$ cat src/rtl/bss_pkg.sv
// Shared types, constants and bit helpers for the bitmap set-bit search block.
// Used by the channel interfaces, the controller, the datapath and the top level.
// No dependencies.
`default_nettype none

package bss_pkg;

  // Fixed field widths of the channels and the configuration register, default word count and set size reset value.
  localparam int WORD_BITS     = 64;
  localparam int BIT_IDX_W     = 6;
  localparam int IDX_W         = 4;
  localparam int POS_W         = 10;
  localparam int RES_W         = 11;
  localparam int CFG_W         = 11;
  localparam int POP_W         = 7;
  localparam int NUM_WORDS_DEF = 16;
  localparam int SET_BITS_RST  = 1024;

  // Request type codes.
  localparam logic REQ_WRITE = 1'b0;
  localparam logic REQ_QUERY = 1'b1;

  // Result value for "no such bit".
  localparam logic [RES_W-1:0] RES_NONE = '1;

  // Commands from the controller to the datapath.
  typedef struct packed {
    logic take_item;   // an input item transfers this cycle
    logic take_write;  // that item is a word write
    logic clr_we;      // clearing pass writes zero at the sequencer address
    logic rd_en;       // scan reads the word at the sequencer address
    logic out_load;    // final result moves into the output register
  } ctl_cmd_t;

  // Status from the datapath to the controller.
  typedef struct packed {
    logic pipe_empty;  // no scanned word left in the read or mask stages
  } dp_sts_t;

  // Mask of the bits of a word that lie below a bound.
  // above: the bound lies in a later word; same: it lies in this word at low6.
  function automatic logic [WORD_BITS-1:0] low_mask(input logic above, input logic same,
                                                     input logic [BIT_IDX_W-1:0] low6);
    logic [WORD_BITS-1:0] m;
    m = '0;
    if (above) begin
      m = '1;
    end else if (same) begin
      m = (WORD_BITS'(1) << low6) - WORD_BITS'(1);
    end
    return m;
  endfunction

  // Index of the lowest set bit (0 when the word is zero).
  function automatic logic [BIT_IDX_W-1:0] lowest_bit(input logic [WORD_BITS-1:0] v);
    logic [BIT_IDX_W-1:0] idx;
    idx = '0;
    for (int i = WORD_BITS - 1; i >= 0; i--) begin
      if (v[i]) begin
        idx = BIT_IDX_W'(i);
      end
    end
    return idx;
  endfunction

  // Index of the highest set bit (0 when the word is zero).
  function automatic logic [BIT_IDX_W-1:0] highest_bit(input logic [WORD_BITS-1:0] v);
    logic [BIT_IDX_W-1:0] idx;
    idx = '0;
    for (int i = 0; i < WORD_BITS; i++) begin
      if (v[i]) begin
        idx = BIT_IDX_W'(i);
      end
    end
    return idx;
  endfunction

  // Number of set bits in a word.
  function automatic logic [POP_W-1:0] popcount(input logic [WORD_BITS-1:0] v);
    logic [POP_W-1:0] c;
    c = '0;
    for (int i = 0; i < WORD_BITS; i++) begin
      c = c + POP_W'(v[i]);
    end
    return c;
  endfunction

endpackage

`default_nettype wire

$ cat src/rtl/bss_in_if.sv
// Request channel: valid/ready handshake with a write or query item.
// Depends on bss_pkg for field widths.
`default_nettype none

interface bss_in_if;
  import bss_pkg::*;

  logic                 valid;
  logic                 ready;
  logic                 req_type;
  logic [IDX_W-1:0]     word_index;
  logic [WORD_BITS-1:0] word_value;
  logic [POS_W-1:0]     bit_position;

  modport source (output valid, req_type, word_index, word_value, bit_position,
                  input ready);
  modport sink   (input valid, req_type, word_index, word_value, bit_position,
                  output ready);
endinterface

`default_nettype wire

$ cat src/rtl/bss_out_if.sv
// Result channel: valid/ready handshake with the three search results.
// Depends on bss_pkg for field widths.
`default_nettype none

interface bss_out_if;
  import bss_pkg::*;

  logic                    valid;
  logic                    ready;
  logic signed [RES_W-1:0] next_set;
  logic signed [RES_W-1:0] prev_set;
  logic        [RES_W-1:0] count_after;

  modport source (output valid, next_set, prev_set, count_after, input ready);
  modport sink   (input valid, next_set, prev_set, count_after, output ready);
endinterface

`default_nettype wire

$ cat src/rtl/bitmap_set_bit_search.sv
// Bitmap set-bit search.
// Holds NUM_WORDS bitmap words of 64 bits. Items arrive on in_ch (valid/ready).
// A write item (req_type 0) replaces word word_index; an index past the
// bitmap is ignored. A query item (req_type 1) returns, for bit_position,
// the lowest member at or after it, the highest member before it (-1 when
// none) and the member count at or after it. Members are set bits below
// set_bits, which the user writes through cfg_we/cfg_wdata only while the
// block is idle; the block does not enforce it. Every item gives one result
// on out_ch; a write gives -1, -1, 0. A write passes to S_DONE, where its
// result is loaded into the output register once that is free, and then to
// S_IDLE, where the next item is taken. A query reads one word per cycle from
// the single read port in S_SCAN, waits in S_DRAIN for the read and mask
// stages to empty and is loaded in S_DONE. No new item is taken until then.
// The next item is taken while a result waits in the output register; a
// stalled receiver holds the block only once a second result is finished.
// After reset the memory is cleared one word per cycle, with in_ch not ready;
// set_bits resets to 1024.
// Depends on bss_pkg, bss_in_if, bss_out_if, bss_ctrl and bss_dpath.
`default_nettype none

module bitmap_set_bit_search #(
  parameter int NUM_WORDS = bss_pkg::NUM_WORDS_DEF
) (
  input  wire logic                      clk,
  input  wire logic                      rst_n,
  bss_in_if.sink                         in_ch,
  bss_out_if.source                      out_ch,
  input  wire logic                      cfg_we,
  input  wire logic [bss_pkg::CFG_W-1:0] cfg_wdata
);
  import bss_pkg::*;

  localparam int AW = (NUM_WORDS > 1) ? $clog2(NUM_WORDS) : 1;

  ctl_cmd_t         cmd;
  dp_sts_t          sts;
  logic [AW-1:0]    addr;
  logic [RES_W-1:0] next_set;
  logic [RES_W-1:0] prev_set;

  bss_ctrl #(
    .NUM_WORDS (NUM_WORDS),
    .AW        (AW)
  ) u_ctrl (
    .clk         (clk),
    .rst_n       (rst_n),
    .in_valid    (in_ch.valid),
    .in_req_type (in_ch.req_type),
    .in_ready    (in_ch.ready),
    .out_ready   (out_ch.ready),
    .out_valid   (out_ch.valid),
    .sts         (sts),
    .cmd         (cmd),
    .addr        (addr)
  );

  bss_dpath #(
    .NUM_WORDS (NUM_WORDS),
    .AW        (AW)
  ) u_dpath (
    .clk             (clk),
    .rst_n           (rst_n),
    .cmd             (cmd),
    .addr            (addr),
    .sts             (sts),
    .in_word_index   (in_ch.word_index),
    .in_word_value   (in_ch.word_value),
    .in_bit_position (in_ch.bit_position),
    .cfg_we          (cfg_we),
    .cfg_wdata       (cfg_wdata),
    .out_next_set    (next_set),
    .out_prev_set    (prev_set),
    .out_count_after (out_ch.count_after)
  );

  assign out_ch.next_set = $signed(next_set);
  assign out_ch.prev_set = $signed(prev_set);

endmodule

`default_nettype wire

$ cat src/rtl/bss_ctrl.sv
// Controller: clearing pass after reset, item intake, word scan sequencing
// and output register handoff. Depends on bss_pkg.
`default_nettype none

module bss_ctrl #(
  parameter int NUM_WORDS = bss_pkg::NUM_WORDS_DEF,
  parameter int AW        = 1
) (
  input  wire logic              clk,
  input  wire logic              rst_n,
  input  wire logic              in_valid,
  input  wire logic              in_req_type,
  output logic                   in_ready,
  input  wire logic              out_ready,
  output logic                   out_valid,
  input  wire bss_pkg::dp_sts_t  sts,
  output bss_pkg::ctl_cmd_t      cmd,
  output logic [AW-1:0]          addr
);
  import bss_pkg::*;

  localparam logic [AW-1:0] LAST = AW'(NUM_WORDS - 1);

  typedef enum logic [4:0] {
    S_CLEAR = 5'b00001,
    S_IDLE  = 5'b00010,
    S_SCAN  = 5'b00100,
    S_DRAIN = 5'b01000,
    S_DONE  = 5'b10000
  } state_t;

  state_t        state_r, state_nxt;
  logic [AW-1:0] cnt_r, cnt_nxt;
  logic          out_valid_r, out_valid_nxt;

  // Next state, sequencer count and commands.
  always_comb begin
    state_nxt = state_r;
    cnt_nxt   = cnt_r;
    cmd       = '0;
    in_ready  = 1'b0;
    case (state_r)
      S_CLEAR: begin
        cmd.clr_we = 1'b1;
        if (cnt_r == LAST) begin
          cnt_nxt   = '0;
          state_nxt = S_IDLE;
        end else begin
          cnt_nxt = cnt_r + AW'(1);
        end
      end
      S_IDLE: begin
        in_ready = 1'b1;
        if (in_valid) begin
          cmd.take_item = 1'b1;
          cnt_nxt       = '0;
          if (in_req_type == REQ_QUERY) begin
            state_nxt = S_SCAN;
          end else begin
            cmd.take_write = 1'b1;
            state_nxt      = S_DONE;
          end
        end
      end
      S_SCAN: begin
        cmd.rd_en = 1'b1;
        if (cnt_r == LAST) begin
          cnt_nxt   = '0;
          state_nxt = S_DRAIN;
        end else begin
          cnt_nxt = cnt_r + AW'(1);
        end
      end
      S_DRAIN: begin
        if (sts.pipe_empty) begin
          state_nxt = S_DONE;
        end
      end
      S_DONE: begin
        if (!out_valid_r || out_ready) begin
          cmd.out_load = 1'b1;
          state_nxt    = S_IDLE;
        end
      end
      default: begin
        state_nxt = S_CLEAR;
        cnt_nxt   = '0;
      end
    endcase
  end

  // The output register fills on a load and empties on a transfer.
  always_comb begin
    if (cmd.out_load) begin
      out_valid_nxt = 1'b1;
    end else if (out_ready) begin
      out_valid_nxt = 1'b0;
    end else begin
      out_valid_nxt = out_valid_r;
    end
  end

  always_ff @(posedge clk) begin
    if (!rst_n) begin
      state_r     <= S_CLEAR;
      cnt_r       <= '0;
      out_valid_r <= 1'b0;
    end else begin
      state_r     <= state_nxt;
      cnt_r       <= cnt_nxt;
      out_valid_r <= out_valid_nxt;
    end
  end

  assign addr      = cnt_r;
  assign out_valid = out_valid_r;

endmodule

`default_nettype wire

$ cat src/rtl/bss_dpath.sv
// Datapath: bitmap word memory, set size register, per-word mask stage,
// result accumulators and output register. Depends on bss_pkg.
`default_nettype none

module bss_dpath #(
  parameter int NUM_WORDS = bss_pkg::NUM_WORDS_DEF,
  parameter int AW        = 1
) (
  input  wire logic                            clk,
  input  wire logic                            rst_n,
  input  wire bss_pkg::ctl_cmd_t               cmd,
  input  wire logic [AW-1:0]                   addr,
  output bss_pkg::dp_sts_t                     sts,
  input  wire logic [bss_pkg::IDX_W-1:0]       in_word_index,
  input  wire logic [bss_pkg::WORD_BITS-1:0]   in_word_value,
  input  wire logic [bss_pkg::POS_W-1:0]       in_bit_position,
  input  wire logic                            cfg_we,
  input  wire logic [bss_pkg::CFG_W-1:0]       cfg_wdata,
  output logic [bss_pkg::RES_W-1:0]            out_next_set,
  output logic [bss_pkg::RES_W-1:0]            out_prev_set,
  output logic [bss_pkg::RES_W-1:0]            out_count_after
);
  import bss_pkg::*;

  logic [WORD_BITS-1:0] mem [NUM_WORDS];

  logic [CFG_W-1:0]     set_bits_r;
  logic [POS_W-1:0]     pos_r;

  logic                 wr_in_range;
  logic                 mem_we;
  logic [AW-1:0]        mem_wa;
  logic [WORD_BITS-1:0] mem_wd;

  logic [WORD_BITS-1:0] rd_data_r;
  logic [AW-1:0]        rd_w_r;
  logic                 rd_vld_r;

  logic [WORD_BITS-1:0] members;
  logic [WORD_BITS-1:0] pos_mask;
  logic [WORD_BITS-1:0] after_r, after_nxt;
  logic [WORD_BITS-1:0] before_r, before_nxt;
  logic [AW-1:0]        s1_w_r;
  logic                 s1_vld_r;

  logic [RES_W-1:0]     base;
  logic [RES_W-1:0]     next_r, prev_r, count_r;
  logic                 found_r;
  logic [RES_W-1:0]     next_out_r, prev_out_r, count_out_r;

  // Set size register; its upper bits select the word and its low bits the bit within it.
  always_ff @(posedge clk) begin
    if (!rst_n) begin
      set_bits_r <= CFG_W'(SET_BITS_RST);
    end else if (cfg_we) begin
      set_bits_r <= cfg_wdata;
    end
  end

  // Memory write port: the clearing pass or a word write inside the bitmap.
  assign wr_in_range = 32'(in_word_index) < NUM_WORDS;
  assign mem_we      = cmd.clr_we || (cmd.take_write && wr_in_range);
  assign mem_wa      = cmd.clr_we ? addr : AW'(in_word_index);
  assign mem_wd      = cmd.clr_we ? '0 : in_word_value;

  always_ff @(posedge clk) begin
    if (mem_we) begin
      mem[mem_wa] <= mem_wd;
    end
  end

  // Registered read of the scanned word.
  always_ff @(posedge clk) begin
    if (cmd.rd_en) begin
      rd_data_r <= mem[addr];
      rd_w_r    <= addr;
    end
  end

  // Mask stage: keep set members and split them around the query position.
  always_comb begin
    members = rd_data_r & low_mask(32'(rd_w_r) < 32'(set_bits_r[CFG_W-1:BIT_IDX_W]),
                                   32'(rd_w_r) == 32'(set_bits_r[CFG_W-1:BIT_IDX_W]),
                                   set_bits_r[BIT_IDX_W-1:0]);
    pos_mask = low_mask(32'(rd_w_r) < 32'(pos_r[POS_W-1:BIT_IDX_W]),
                        32'(rd_w_r) == 32'(pos_r[POS_W-1:BIT_IDX_W]),
                        pos_r[BIT_IDX_W-1:0]);
    after_nxt  = members & ~pos_mask;
    before_nxt = members & pos_mask;
  end

  always_ff @(posedge clk) begin
    after_r  <= after_nxt;
    before_r <= before_nxt;
    s1_w_r   <= rd_w_r;
  end

  // Stage valid flags follow the scanned words through the pipe.
  always_ff @(posedge clk) begin
    if (!rst_n) begin
      rd_vld_r <= 1'b0;
      s1_vld_r <= 1'b0;
    end else begin
      rd_vld_r <= cmd.rd_en;
      s1_vld_r <= rd_vld_r;
    end
  end

  assign sts.pipe_empty = !rd_vld_r && !s1_vld_r;

  // Accumulators: first nonzero word gives next, last nonzero word gives prev.
  assign base = RES_W'({s1_w_r, {BIT_IDX_W{1'b0}}});

  always_ff @(posedge clk) begin
    if (cmd.take_item) begin
      pos_r   <= in_bit_position;
      next_r  <= RES_NONE;
      prev_r  <= RES_NONE;
      count_r <= '0;
      found_r <= 1'b0;
    end else if (s1_vld_r) begin
      count_r <= count_r + RES_W'(popcount(after_r));
      if (!found_r && (after_r != '0)) begin
        next_r  <= base + RES_W'(lowest_bit(after_r));
        found_r <= 1'b1;
      end
      if (before_r != '0) begin
        prev_r <= base + RES_W'(highest_bit(before_r));
      end
    end
  end

  // Output register holds the result until the receiver takes it.
  always_ff @(posedge clk) begin
    if (cmd.out_load) begin
      next_out_r  <= next_r;
      prev_out_r  <= prev_r;
      count_out_r <= count_r;
    end
  end

  assign out_next_set    = next_out_r;
  assign out_prev_set    = prev_out_r;
  assign out_count_after = count_out_r;

endmodule

`default_nettype wire
$ cat src/flat_wrapper.sv
// flat-port wrapper written by rule: the top's interface ports become plain ports
module bitmap_set_bit_search_flat import bss_pkg::*;
#(
  parameter int NUM_WORDS = bss_pkg::NUM_WORDS_DEF
)
  (clk, rst_n, cfg_we, cfg_wdata, in_ch_valid, in_ch_req_type, in_ch_word_index, in_ch_word_value, in_ch_bit_position, in_ch_ready, out_ch_valid, out_ch_next_set, out_ch_prev_set, out_ch_count_after, out_ch_ready);
  bss_in_if in_ch_i ();
  bss_out_if out_ch_i ();
  input  wire logic clk;
  input  wire logic rst_n;
  input  wire logic cfg_we;
  input  wire logic [bss_pkg::CFG_W-1:0] cfg_wdata;
  input wire logic [$bits(in_ch_i.valid)-1:0] in_ch_valid;
  input wire logic [$bits(in_ch_i.req_type)-1:0] in_ch_req_type;
  input wire logic [$bits(in_ch_i.word_index)-1:0] in_ch_word_index;
  input wire logic [$bits(in_ch_i.word_value)-1:0] in_ch_word_value;
  input wire logic [$bits(in_ch_i.bit_position)-1:0] in_ch_bit_position;
  output wire logic [$bits(in_ch_i.ready)-1:0] in_ch_ready;
  output wire logic [$bits(out_ch_i.valid)-1:0] out_ch_valid;
  output wire logic [$bits(out_ch_i.next_set)-1:0] out_ch_next_set;
  output wire logic [$bits(out_ch_i.prev_set)-1:0] out_ch_prev_set;
  output wire logic [$bits(out_ch_i.count_after)-1:0] out_ch_count_after;
  input wire logic [$bits(out_ch_i.ready)-1:0] out_ch_ready;
  assign in_ch_i.valid = in_ch_valid;
  assign in_ch_i.req_type = in_ch_req_type;
  assign in_ch_i.word_index = in_ch_word_index;
  assign in_ch_i.word_value = in_ch_word_value;
  assign in_ch_i.bit_position = in_ch_bit_position;
  assign in_ch_ready = in_ch_i.ready;
  assign out_ch_valid = out_ch_i.valid;
  assign out_ch_next_set = out_ch_i.next_set;
  assign out_ch_prev_set = out_ch_i.prev_set;
  assign out_ch_count_after = out_ch_i.count_after;
  assign out_ch_i.ready = out_ch_ready;
  bitmap_set_bit_search #(.NUM_WORDS(NUM_WORDS)) u_core (.clk(clk), .rst_n(rst_n), .in_ch(in_ch_i), .out_ch(out_ch_i), .cfg_we(cfg_we), .cfg_wdata(cfg_wdata));
endmodule
$ cat config.mk
export PLATFORM = sky130hd
export DESIGN_NAME = bitmap_set_bit_search_flat
export DESIGN_NICKNAME = d
export VERILOG_FILES = /design/src/rtl/bss_pkg.sv /design/src/rtl/bss_in_if.sv /design/src/rtl/bss_out_if.sv /design/src/rtl/bitmap_set_bit_search.sv /design/src/rtl/bss_ctrl.sv /design/src/rtl/bss_dpath.sv /design/src/flat_wrapper.sv
export SDC_FILE = /design/constraint.sdc
export NUM_CORES = 2
export LEC_CHECK = 0
export ABC_CLOCK_PERIOD_IN_PS = 8800
export BUFFER_PORTS_ARGS = -buffer_cell sky130_fd_sc_hd__buf_2
export CAP_MARGIN = 20
export CORE_AREA = 5 5 323 325
export DETAILED_ROUTE_END_ITERATION = 10
export DIE_AREA = 0 0 328 330
export PLACE_DENSITY = 0.71
export SYNTH_ARGS = -nofsm -noshare
export SYNTH_HDL_FRONTEND = slang
export SYNTH_HIERARCHICAL = 1
export SYNTH_SLANG_ARGS = --single-unit
$ cat constraint.sdc
create_clock -name clk -period 8.8 [get_ports clk]
set_input_delay 2.2 -clock clk [delete_from_list [all_inputs] [get_ports clk]]
set_output_delay 2.2 -clock clk [all_outputs]
set_load 0.05 [all_outputs]
[Word-level counts from Yosys, hierarchy flattened]
Memories as Yosys holds them, arrays and structs flattened. A register that Yosys moved wholly into a read port is not among the register bits.
Cells that the tools add are included.
Widths: inputs -> output; s select.
Storage, ports and cells
  bits in registers: 236
  output and inout port bits: 35
  memories kept: 1
  logic and storage cells: 288
  bits in writable memories: 1024
  bits of input ports: 95
Cells by class
  order comparisons: 2
  add/subtract/negate cells: 69
  eq/ne operators: 13
  mux-type cells: 161
  shifts and indexed selects: 2
  bitwise logic cells: 5
  reductions and logical operators: 17
Memory list
  u_core.u_dpath.mem: depth 16, bits a word 64, rd ports 1, clocked after Yosys merged registers in 1, write ports 1, line bss_dpath.sv:25  | logic [WORD_BITS-1:0] mem [NUM_WORDS];
Operators by type and width (number)
  $mux 6: 132
  $add 7x1->7: 57
  $mux 64: 5
  $and 64x64->64: 3
  $reduce_bool 64->1: 2
  $shl 1x6->64 const A: 2
  $sub 64x2->64 const B: 2
  $not 64->64: 1
  $mux 5: 6
  $pmux 5 s5: 1
  $add 10x6->11: 2
  $mux 4: 3
  $pmux 4 s3: 1
  $add 11x7->11: 1
  $mux 1: 11
  $ne 2x2->1 const B: 4
  $add 6x1->7: 1
  $add 5x1->6: 1
  $reduce_and 2->1: 3
  $add 4x1->5: 1
  $eq 4x5->1: 1
  $eq 5x1->1 const B: 1
  $eq 5x2->1 const B: 1
  $eq 5x3->1 const B: 1
  19 further kinds: 26

[Logic depth before layout (Yosys ltp)]
  word-level depth: 68
  gate-level depth with buffers: 22
  gate-level depth less buffers: 22

[Hierarchy]
Netlist, hierarchy kept.
Modules (own cells, without submodules)
  bss_dpath: area an instance 54265.8 um^2, times used 1, sequential area each 37666.1 um^2, cells each 3160
  bss_ctrl: area an instance 676.9 um^2, times used 1, sequential area each 200.2 um^2, cells each 81

[Worst setup path after synthesis]
Ideal clock, no wire load.
  path type: register to register
  start point: register u_core.u_dpath.after_r[59]
  end point: register u_core.u_dpath.count_r[8]
  setup time: 0.116 ns
  required time: 8.684 ns
  arrival: 6.371 ns
  path buffers: 0
  path slack: 2.313 ns
  cell stages (with the launch flop): 23
  period minus slack after synthesis: 6.487 ns
  path through: dfxtp_1 > inv_1 > fa_1 > fa_1 > inv_1 > fa_1 > inv_1 > fa_1 > inv_1 > fa_1 > inv_1 > fa_1 > fa_1 > fa_1 > inv_1 > fa_1 > fa_1 > a21o_1 > a21oi_1 > o211ai_1 > a31oi_1 > mux2i_1 > a31o_2
Between the ends
  longest elaborated chain between the ends: 6
Ends and longest elaborated chain
  from (decl): line bss_dpath.sv:41  | logic [WORD_BITS-1:0] after_r, after_nxt;
  from (signal assigned): line bss_dpath.sv:93  | after_r <= after_nxt;
  $add 7x1->7 (5 in a row): line bss_pkg.sv:83  | c = c + POP_W'(v[i]);
  $add 11x7->11: line bss_dpath.sv:122  | count_r <= count_r + RES_W'(popcount(after_r));
  to (signal assigned): line bss_dpath.sv:122
  to (decl): line bss_dpath.sv:47  | logic [RES_W-1:0] next_r, prev_r, count_r;
Every way passes these cells.
A chain may end at the register's enable or synchronous reset.

[Final worst setup path]
Ends and elaborated chain as after synthesis.

==> results.json <==
{
  "numCtsBuffers": 136,
  "global_route.usage.met3": 0.0525,
  "fp.coreArea_sq_um": 101000,
  "hold_buffers": 0,
  "min_path_cells": 0,
  "num_vias": 30900,
  "via_count_of_the_first_global_routing_pass": 31700,
  "drive_above_1_share": 0.222,
  "internal_power_mw": 14.1,
  "detailedPlace.worstSlack_ns": 1.96,
  "run_status": "complete, no violations",
  "timing_worst_setup_path_type": "register to register",
  "place_hpwl_mm": 89.4,
  "start_util": 0.543,
  "post_cts.repair.setup_buffers": 0,
  "part_of_the_power_in_the_clock_network": 0.278,
  "reg_to_reg_critical_path_startpoint": "u_core/u_dpath/after_r[59]",
  "area_growth_syn_to_layout_pct": 12.8,
  "drcViolationCount": 0,
  "grt_antenna_before_repair": 7,
  "synth-edff-count": 1135,
  "worstHoldEndpoint": "u_core/u_dpath/s1_w_r[0]",
  "num-nets-final": 3596,
  "min_delay_worst_type": "register to register",
  "finalHoldViolations": 0,
  "setup_slack_ns": 1.92,
  "grt_setup_unrepaired": "false",
  "worst-r2r-cell-count": 22,
  "synth_area_leaders": "sky130_fd_sc_hd__edfxtp_1, sky130_fd_sc_hd__mux4_2, sky130_fd_sc_hd__dfxtp_1, sky130_fd_sc_hd__fa_1, sky130_fd_sc_hd__nor2_1",
  "area_fraction_of_the_dominant_cell_type_after_synthesis": 0.620,
  "post_cts_resized": 0,
  "yosysWarnings": 6,
  "pin_count": 130,
  "power.share.combinational": 0.303,
  "post-synth-top-area-cell": "sky130_fd_sc_hd__edfxtp_1",
  "share_seq_of_total_power": 0.419,
  "synth_commonest_cells": "sky130_fd_sc_hd__edfxtp_1, sky130_fd_sc_hd__mux4_2, sky130_fd_sc_hd__nor2_1",
  "synth.ff_latch_count": 1324,
  "setup_viol": 0,
  "globalplace.congestion": 1.03,
  "htree_num_levels": 4,
  "worstMarginPinSlew_ns": 1.14,
  "critPathArrivalTime_ns": 7.51,
  "critical_path.most_common_cell": "sky130_fd_sc_hd__fa_1",
  "static-leakage-power_nw": 20.6,
  "synth_fp_nets": 3431,
  "synth_cells": 3241,
  "final_period_minus_worst_setup_slack_ns": 6.88,
  "yosysMostFrequentCell": "sky130_fd_sc_hd__edfxtp_1",
  "via_per_inst": 6.31,
  "clk-insertion-delay-late_ns": 0.75,
  "totalNegativeSetupSlack_ns": 0,
  "timing.max_cap.violations": 0,
  "clkSlewWorstSetupHoldPaths_ns": 0.06,
  "path_max_fanout": 4,
  "routedWlPerCell_microns": 29.3,
  "overflow": 0,
  "die-area_sq_um": 108000,
  "die_height_microns": 330,
  "grtUsageMet2": 0.439,
  "grt_use_met1": 0.376,
  "finalPower_mw": 20.2,
  "finish.cell_count_without_fillers": 4892,
  "ys_dominant_reg_cell": "sky130_fd_sc_hd__edfxtp_1",
  "chipWidth_microns": 328,
  "worst_r2r_endpoint": "u_core/u_dpath/count_r[8]",
  "crit_path_max_incr_delay_ns": 0.52,
  "worstPathCellList": "inv_1 -> fa_1 -> fa_1 -> inv_1 -> fa_1 -> inv_1 -> fa_1 -> inv_1 -> fa_1 -> inv_1 -> fa_1 -> fa_1 -> fa_1 -> inv_1 -> fa_1 -> fa_1 -> a21o_1 -> a21oi_1 -> o211ai_1 -> a31oi_1 -> mux2i_1 -> a31o_2",
  "detail_route.iter0.violations": 3520,
  "timing.final.crit_share": 0.782,
  "mappedNetlistArea_sq_um": 54900,
  "achievable-frequency_ghz": 0.145,
  "required_time_at_the_worst_slack_endpoint_ns": 9.43,
  "power_switching_mw": 6.18,
  "postSynthAreaPerCell_sq_um": 17.0,
  "drt_pass1_iterations": 6,
  "power.density_nw_per_um2": 327,
  "largest_net_degree_at_the_start_of_global_routing": 136,
  "drt.antenna.violating_nets": 0,
  "min_from": "u_core/u_dpath/rd_w_r[0]",
  "ys_async_sr_fraction": 0,
  "busiest_layer": "met2",
  "slowest_stage": "sky130_fd_sc_hd__fa_1",
  "p_sw_frac": 0.305,
  "port_buffer_count": 129,
  "grt_first_pass_wirelength_mm": 212,
  "final_max_slew_viol_count": 0,
  "tritoncts_clock_tree": "done",
  "irDropWorstVdd_mv": 0.423,
  "num_rows": 117,
  "worst_clock_skew_ns": 0.0266,
  "groute.usage.overall": 0.267,
  "wirelength_mm": 143,
  "root_buffer": "sky130_fd_sc_hd__clkbuf_16",
  "startpoint_type": "register",
  "cts_sinks": 1324,
  "crit_path_end_kind": "register",
  "clk_path_buf_depth": 3,
  "ys_types": 85,
  "slew_headroom": 0.234,
  "synth_seq_area_share": 0.689,
  "post-place-cells": 4625,
  "regToRegSetupSlack_ns": 1.92
}
-- metal layers --
metal,up-vias,wire [microns],share of wire
met4,4,3110,0.022
met3,195,11500,0.080
met1,16100,58200,0.41
li1,13200,-,-
met5,-,27,0.00019
met2,1399,70500,0.49
-- cell usage in the layout (no fill, tap or decap), types with 10 or more instances in the layout --
cell | synthesis | routed
sky130_fd_sc_hd__bufinv_16 | 0 | 10
sky130_fd_sc_hd__o31ai_1 | 20 | 20
sky130_fd_sc_hd__fa_1 | 56 | 56
sky130_fd_sc_hd__mux4_2 | 320 | 320
sky130_fd_sc_hd__and3_1 | 11 | 10
sky130_fd_sc_hd__o211ai_1 | 17 | 17
sky130_fd_sc_hd__mux2i_1 | 29 | 29
sky130_fd_sc_hd__nand4_1 | 15 | 15
sky130_fd_sc_hd__xnor2_1 | 30 | 30
sky130_fd_sc_hd__buf_4 | 2 | 52
sky130_fd_sc_hd__o21ai_0 | 120 | 119
sky130_fd_sc_hd__and2_1 | 13 | 12
sky130_fd_sc_hd__nand2_1 | 104 | 104
sky130_fd_sc_hd__clkbuf_16 | 0 | 137
sky130_fd_sc_hd__nor3b_1 | 21 | 21
sky130_fd_sc_hd__edfxtp_1 | 1135 | 1135
sky130_fd_sc_hd__ha_1 | 39 | 39
sky130_fd_sc_hd__a211oi_1 | 21 | 21
sky130_fd_sc_hd__nor4_1 | 47 | 47
sky130_fd_sc_hd__clkinv_2 | 0 | 24
sky130_fd_sc_hd__dfxtp_1 | 189 | 186
sky130_fd_sc_hd__inv_1 | 129 | 127
sky130_fd_sc_hd__clkbuf_1 | 119 | 27
sky130_fd_sc_hd__a21oi_1 | 121 | 120
sky130_fd_sc_hd__buf_2 | 6 | 129
sky130_fd_sc_hd__o21a_1 | 12 | 12
sky130_fd_sc_hd__clkinv_1 | 3 | 26
sky130_fd_sc_hd__nor2_4 | 0 | 17
sky130_fd_sc_hd__a31oi_1 | 16 | 16
sky130_fd_sc_hd__nand2b_1 | 15 | 15
sky130_fd_sc_hd__buf_12 | 0 | 14
sky130_fd_sc_hd__nand3_1 | 43 | 43
sky130_fd_sc_hd__nor2b_1 | 110 | 110
sky130_fd_sc_hd__nor2_1 | 209 | 192
sky130_fd_sc_hd__nor3_1 | 39 | 39
-- final cells by class --
type	instances	area (sq um)
multi-input cells	1614	16100
flip-flops and latches	1324	37900
fillers	7168	39200
repair buffers	198	1400
well taps	1368	1710
clock inverters	85	825
diodes	4	10.0
inverters	132	499
clock buffers	167	3570
-- kinds of logic after synthesis --
kind of cell	share of synthesized area
AND/OR/NAND/NOR	0.0644
XOR/XNOR	0.00606
buffers and inverters	0.0212
AO/OA/AOI/OAI	0.0529
adder cells (fa/ha/maj)	0.0293
multiplexers	0.137
flip-flops	0.689
-- power groups by stage --
| stage | clock, mW | combinational, mW | sequential, mW |
|---|---|---|---|
| 3_3_place_gp | 0 | 5.90 | 8.56 |
| 2_1_floorplan | 0 | 4.41 | 8.51 |
| 4_1_cts | 5.72 | 6.15 | 8.49 |
| 6_report | 5.62 | 6.13 | 8.48 |
| 5_1_grt | 6.00 | 6.68 | 8.53 |
| 3_5_place_dp | 0 | 6.11 | 8.61 |
-- through the flow --
| step | cell area, sq um | util | hold WS (ns) |
|---|---|---|---|
| floorplan | 54900 | - | 0.348 |
| global placement | 57400 | 0.567 | 0.360 |
| detailed placement | 57400 | 0.568 | 0.375 |
| CTS | 61800 | 0.611 | 0.379 |
| global route | 61900 | 0.612 | 0.391 |
| finish | 61900 | 0.612 | 0.376 |
-- critical path: cells and delay by family (launching register included) --
family / cells / cell delay [ns]
adder cells (fa/ha/maj): 10 / 4.79
AO/OA/AOI/OAI: 5 / 1.13
flip-flops: 1 / 0.37
buffers and inverters: 6 / 0.34
multiplexers: 1 / 0.11
-- worst max-delay path by stage --
| stage | startpoint | end |
|---|---|---|
| after floorplan | u_core/u_dpath/after_r[59] | u_core/u_dpath/count_r[8] |
| after global placement | u_core/u_dpath/after_r[59] | u_core/u_dpath/count_r[8] |
| after CTS | u_core/u_dpath/after_r[59] | u_core/u_dpath/count_r[8] |
| final | u_core/u_dpath/after_r[59] | u_core/u_dpath/count_r[8] |
| after detailed placement | u_core/u_dpath/after_r[59] | u_core/u_dpath/count_r[8] |
| after global routing | u_core/u_dpath/after_r[59] | u_core/u_dpath/count_r[8] |
-- sequential cells by signal, summed over array words and instances, names as in the netlist --
signal / cells
u_core/u_dpath/found_r: 1
u_core/u_dpath/rd_data_r: 64
u_core/u_dpath/next_r: 11
u_core/u_dpath/rd_w_r: 4
u_core/u_dpath/prev_r: 11
u_core/u_dpath/count_r: 11
u_core/u_ctrl/out_valid: 1
u_core/u_dpath/out_count_after: 11
u_core/u_dpath/out_prev_set: 11
u_core/u_dpath/s1_w_r: 4
u_core/u_dpath/set_bits_r: 11
u_core/u_dpath/mem: 1024
u_core/u_dpath/rd_vld_r: 1
u_core/u_dpath/out_next_set: 11
u_core/u_dpath/pos_r: 10
u_core/u_dpath/after_r: 64
u_core/u_dpath/s1_vld_r: 1
u_core/u_ctrl/state_r: 5
u_core/u_ctrl/addr: 4
u_core/u_dpath/before_r: 64
Note: power is estimated with default switching activity, not from simulation.
